[src/rtl/core/kcv_pkg.sv]
package kcv_pkg;

   // fixed-point format of every value
   localparam int FRAC   = 16;
   localparam int ONE_I  = 1 << FRAC;
   // wide signed working width for sums of rounded products
   localparam int WW     = 54;
   // divider: numerator holds a 32-bit value shifted by FRAC plus a rounding term
   localparam int DIV_NW = 32 + FRAC + 1;
   localparam int DIV_DW = 33;

   localparam logic [16:0] ONE17 = 17'(ONE_I);

   // reset values of the configuration registers
   localparam logic [31:0] RST_T     = 32'd52429;
   localparam logic [31:0] RST_Q     = 32'd655;
   localparam logic [31:0] RST_POS   = 32'd6554;
   localparam logic [31:0] RST_CROSS = 32'd19661;
   localparam logic [31:0] RST_VEL   = 32'd26214;

   // measurement noise steps
   localparam logic [31:0] REL_A   = 32'(5 << (FRAC - 1));
   localparam logic [31:0] REL_B   = 32'(8 << FRAC);
   localparam logic [31:0] REL_C   = 32'(20 << FRAC);
   localparam logic [31:0] NOISE_A = 32'((ONE_I + 10) / 20);
   localparam logic [31:0] NOISE_B = 32'((ONE_I + 2) / 5);
   localparam logic [31:0] NOISE_C = 32'(ONE_I / 2);
   // divide by 40 as a divide by 8 and a reciprocal multiply by 1/5 (shift 34)
   localparam logic [31:0] NOISE_RCP = 32'hCCCC_CCCD;
   localparam logic [31:0] NOISE_RND = 32'd20;

   typedef struct packed {
      logic               go;
      logic               first;
      logic [16:0]        kx;
      logic signed [31:0] kv;
      logic [31:0]        t;
   } lane_ctrl_type;

   function automatic logic signed [WW-1:0] ext_s(input logic [31:0] v);
      return $signed({{(WW-32){v[31]}}, v});
   endfunction

   function automatic logic signed [WW-1:0] ext_u(input logic [31:0] v);
      return $signed({{(WW-32){1'b0}}, v});
   endfunction

   // round half away from zero on the magnitude, then reapply the sign
   function automatic logic signed [WW-1:0] qround(input logic [63:0] p, input logic neg);
      logic [64:0]   s;
      logic [WW-1:0] r;
      s = {1'b0, p} + (65'(1) << (FRAC - 1));
      r = WW'(s >> FRAC);
      return neg ? -$signed(r) : $signed(r);
   endfunction

   function automatic logic [31:0] sat_s(input logic signed [WW-1:0] v);
      if (!v[WW-1] && (|v[WW-2:31])) begin
         return 32'h7FFF_FFFF;
      end else if (v[WW-1] && !(&v[WW-2:31])) begin
         return 32'h8000_0000;
      end
      return v[31:0];
   endfunction

   function automatic logic [31:0] sat_u(input logic signed [WW-1:0] v);
      if (v[WW-1]) begin
         return 32'd0;
      end else if (|v[WW-2:32]) begin
         return 32'hFFFF_FFFF;
      end
      return v[31:0];
   endfunction

   function automatic logic [31:0] mag32(input logic signed [WW-1:0] v);
      logic [WW-1:0] m;
      m = v[WW-1] ? WW'(-v) : WW'(v);
      if (|m[WW-1:32]) begin
         return 32'hFFFF_FFFF;
      end
      return m[31:0];
   endfunction

endpackage

[src/rtl/core/kcv_lane.sv]
module kcv_lane import kcv_pkg::*; (
   input  logic               clock,
   input  logic               reset,
   input  lane_ctrl_type      ctrl,
   input  logic [31:0]        meas,
   output logic               busy,
   output logic [31:0]        pos
);

   localparam logic [2:0] L_IDLE = 3'd0;
   localparam logic [2:0] L_A    = 3'd1;
   localparam logic [2:0] L_B    = 3'd2;
   localparam logic [2:0] L_C    = 3'd3;
   localparam logic [2:0] L_D    = 3'd4;

   logic [2:0]           state_ff, state_in;
   logic [31:0]          pos_ff, vel_ff, xhat_ff;
   logic signed [WW-1:0] y_ff, y;
   logic [63:0]          prod_ff;
   logic                 neg_ff;
   logic [31:0]          ma, mb;
   logic                 mneg;
   logic signed [WW-1:0] qres;

   assign y    = ext_s(meas) - ext_s(xhat_ff);
   assign qres = qround(prod_ff, neg_ff);

   always_comb begin
      ma   = mag32(ext_s(vel_ff));
      mb   = ctrl.t;
      mneg = vel_ff[31];
      unique case (state_ff)
         L_B: begin
            ma   = mag32(y);
            mb   = {15'd0, ctrl.kx};
            mneg = y[WW-1];
         end
         L_C: begin
            ma   = mag32(y_ff);
            mb   = mag32(ext_s(ctrl.kv));
            mneg = y_ff[WW-1] ^ ctrl.kv[31];
         end
         default: ;
      endcase
   end

   always_comb begin
      state_in = state_ff;
      unique case (state_ff)
         L_IDLE: if (ctrl.go && !ctrl.first) begin
            state_in = L_A;
         end
         L_A: state_in = L_B;
         L_B: state_in = L_C;
         L_C: state_in = L_D;
         L_D: state_in = L_IDLE;
         default: state_in = L_IDLE;
      endcase
   end

   always_ff @(posedge clock) begin
      if (reset) begin
         state_ff <= L_IDLE;
         pos_ff   <= '0;
         vel_ff   <= '0;
      end else begin
         state_ff <= state_in;
         unique case (state_ff)
            L_IDLE: if (ctrl.go && ctrl.first) begin
               pos_ff <= meas;
               vel_ff <= '0;
            end
            L_C: pos_ff <= sat_s(ext_s(xhat_ff) + qres);
            L_D: vel_ff <= sat_s(ext_s(vel_ff) + qres);
            default: ;
         endcase
      end
      prod_ff <= 64'(ma) * 64'(mb);
      neg_ff  <= mneg;
      if (state_ff == L_A) begin
         xhat_ff <= sat_s(ext_s(pos_ff) + qres);
      end
      if (state_ff == L_B) begin
         y_ff <= y;
      end
   end

   assign busy = state_ff != L_IDLE;
   assign pos  = pos_ff;

endmodule

[config.mk]
export PLATFORM = sky130hd
export DESIGN_NAME = kcv_lane
export DESIGN_NICKNAME = d
export VERILOG_FILES = /design/src/rtl/core/kcv_pkg.sv /design/src/rtl/core/kcv_lane.sv
export SDC_FILE = /design/constraint.sdc
export NUM_CORES = 2
export LEC_CHECK = 0
export CAP_MARGIN = 20
export CORE_MARGIN = 10
export CORE_UTILIZATION = 40
export CTS_BUF_LIST = sky130_fd_sc_hd__clkbuf_8
export DETAILED_ROUTE_END_ITERATION = 16
export DONT_BUFFER_PORTS = 1
export GPL_ROUTABILITY_DRIVEN = 0
export PLACE_DENSITY = 0.59
export SYNTH_ARGS = -nofsm -noshare
export SYNTH_HDL_FRONTEND = slang
export SYNTH_SLANG_ARGS = --single-unit
[constraint.sdc]
create_clock -name clock -period 12.9 [get_ports clock]
set_input_delay 0.645 -clock clock [delete_from_list [all_inputs] [get_ports clock]]
set_output_delay 0.645 -clock clock [all_outputs]
set_load 0.03 [all_outputs]
==> impl_metrics.py <==
metrics = {
    "run_status": {
        "outcome": "finished, final reports clean",
    },
    "synthesis": {
        "synth_nets": 8414,
        "synth-edff-count": 65,
        "syn-cell-area_mm2": 0.05648,
        "synth-seq-cells": 182,
        "synth_ff_type": "dfxtp_1",
        "yosysWarnings": 0,
        "syn_inst": 6941,
        "seq_area_frac_synth_pct": 7.603,
        "syn_area_per_cell_um2": 8.137,
        "synthArstFlopShare_pct": 0,
        "synth_cell_types": 107,
    },
    "setup_path": {
        "cp-end-kind": "flip-flop",
        "critPathKind": "flip-flop to flip-flop",
        "worstSetupStartpoint": "xhat_ff[5]",
        "arrival_ps": 12830,
        "critPathRequiredTime_ps": 13310,
        "crit_end": "prod_ff[58]",
        "cpMostUsedCell": "fa_1",
        "reg2regPathDepth": 38,
        "startpoint_type": "flip-flop",
        "rr_endpoint": "prod_ff[58]",
        "crit_slowest_cell": "or4_1",
        "critPathMaxFanout": 24,
        "reg2reg_slack_ps": 480,
        "r2r-start": "xhat_ff[5]",
        "worst_path_largest_cell_delay_ps": 570,
    },
    "clocking": {
        "cts_tree": "done",
        "cts_hold_buf": 0,
        "numCtsBuffers": 17,
        "clock_latency_ps": 540,
        "cts_sinks": 182,
        "clockBufferDepth": 2,
        "h-tree-depth": 4,
        "post_cts_buffers": 0,
        "clk_pin_slew_worst_paths_ps": 100,
        "cts-root-buf": "clkbuf_8",
    },
    "global_routing": {
        "grt_pass1_wl_um": 301700,
        "grt_antenna_before_repair": 13,
        "grt_usage_pct": 24.65,
        "gr-total-overflow": 0,
        "grt_pass1_vias": 50240,
        "grt_max_degree": 51,
    },
    "hold_path": {
        "worst_hold_startpoint": "reset",
        "worstHoldPathType": "input pin to flip-flop",
    },
    "sta": {
        "fin_tns_setup_ps": 0,
        "drv_slew": 0,
        "period_share_pct": 96.27,
        "setup_violations": 0,
        "relSlewSlack_pct": 24.08,
        "rsz0062_at_grt": "false",
        "skew_ps": 33.63,
        "finalWorstSetupSlack_ps": 481.3,
        "fin_crit_ps": 12420,
        "hold_viol": 0,
        "worst_pin_slew_ps": 1139,
        "clock.fmax_mhz": 80.52,
    },
    "floorplan": {
        "core_area_mm2": 0.1399,
        "initial_core_util_pct": 40.38,
        "dieArea_mm2": 0.1566,
        "io_pins": 150,
        "rows": 137,
        "dieWidth_um": 395.8,
        "dieHeight_um": 395.8,
    },
    "detailed_routing": {
        "ant_nets": 0,
        "drtIter0Drc": 4402,
        "route.detailed.drc": 0,
        "avgRoutedWirePerCell_um": 22.67,
        "routed_wl_um": 196900,
        "viasPerCell": 5.733,
        "vias": 49770,
        "drt_first_pass_iters": 6,
    },
    "cells_and_area": {
        "fin_cells": 8682,
        "final_cell_mix": "inv_1 (1077), fa_1 (899), nor2_1 (740)",
        "drive_gt1_share_pct": 5.102,
        "areaGrowthSynthToFinish_pct": 5.293,
        "final_common_cell": "inv_1",
        "nets": 8261,
    },
    "power_and_ir_drop": {
        "pwr-share-clk_pct": 3.0,
        "total_power_mw": 13.48,
        "switchingPower_mw": 7.862,
        "switching_share_pct": 58.33,
        "ir_drop_v": 0.0004273,
        "powerDensity_mw_per_mm2": 226.6,
        "power_frac_comb_pct": 89.5,
        "p_int_mw": 5.616,
        "p_leak_nw": 28.55,
        "seq_power_share_pct": 7.5,
    },
    "placed_design": {
        "portBuffers": 0,
        "post-place-ws_ps": 287.5,
        "dp.final_hpwl_um": 161700,
        "dp_cells": 8643,
    },
    "run": {
        "maxCapViolCount": 0,
    },
}
## critical path, delay by kind of cell (launching register included)
family / cells / cell delay [ps]
adders and majority gates: 10 / 4930
and+or+nand+nor: 11 / 3350
AOI/OAI and AO/OA: 7 / 2310
buffers and inverters: 8 / 1030
DFF: 1 / 400
xor gates and xnor gates: 2 / 280
## power by group through the flow
| stage | clock network, mW | logic (mW) | registers [mW] |
|---|---|---|---|
| final | 0.402 | 12.1 | 1.02 |
| after global routing | 0.430 | 13.4 | 1.04 |
| after CTS | 0.410 | 12.0 | 1.02 |
| after detailed placement | 0 | 11.9 | 1.03 |
| after global placement | 0 | 11.8 | 1.03 |
| after floorplan | 0 | 8.58 | 0.935 |
## registers in the layout, indices dropped and copies added (netlist names)
register / flops
neg_ff: 1
xhat_ff: 32
prod_ff: 49
vel_ff: 32
state_ff: 3
pos: 32
y_ff: 33
## worst min path at each step
stage,endpoint,slack [ps],depth (start not counted)
2_1_floorplan,vel_ff[1],470,2
3_3_place_gp,vel_ff[1],500,2
3_5_place_dp,vel_ff[1],520,2
4_1_cts,pos[21],150,1
5_1_grt,pos[21],160,1
6_report,state_ff[0],190,1
## final cells by class
cell class	instances	area, µm²
inverter	1077	4043
tap	1876	2347
fill	14090	80410
antenna	5	12.51
multi-input combinational	5347	47040
timing repair buffer	163	1369
sequential	182	4297
clock buffer	19	261.5
clock inverter	13	101.3
## cell usage after synthesis (62+ instances only)
cell type | instances | area, µm²
nand2b_1 | 129 | 807.0
nand2_1 | 727 | 2729
fa_1 | 899 | 18000
nand3_1 | 108 | 540.5
a21o_1 | 171 | 1284
edfxtp_1 | 65 | 1952
nor2_1 | 741 | 2781
nor2b_1 | 62 | 387.9
a21oi_1 | 316 | 1582
nor3_1 | 92 | 460.4
dfxtp_1 | 117 | 2342
xor2_1 | 207 | 1813
o21ai_0 | 241 | 1206
inv_1 | 1076 | 4039
xnor2_1 | 205 | 1795
clkbuf_1 | 283 | 1062
and2_1 | 85 | 531.8
ha_1 | 457 | 5718
## metrics by stage
step	area, µm²	hold slack, ps	util (%)
after CTS	59400	148.8	42.47
final	59470	187.9	42.51
after global routing	59460	155.3	42.51
after global placement	59040	504.1	42.21
after floorplan	56480	468.2	-
after detailed placement	59040	515.2	42.21
## layer usage
metal / global-route usage (%) / routed length, µm / vias to the layer above
met5: 0 / 53 / -
met4: 12.66 / 12350 / 8
met3: 4.956 / 16960 / 534
met2: 39.34 / 88150 / 2128
met1: 31.50 / 79340 / 24730
li1: - / - / 22380
## cells by family after synthesis
logic type,share of synthesized area (%)
adders and majority gates,41.99
DFF,7.603
buffers and inverters,9.555
muxes,0.6004
AOI/OAI and AO/OA,15.29
and+or+nand+nor,18.54
xor gates and xnor gates,6.418
## what timing repair did
action	CTS	global route
endpoints found under the setup margin	0	9
endpoints found under the hold margin	0	0
resized for setup	0	4
Note: power is estimated with default switching activity, not from simulation.
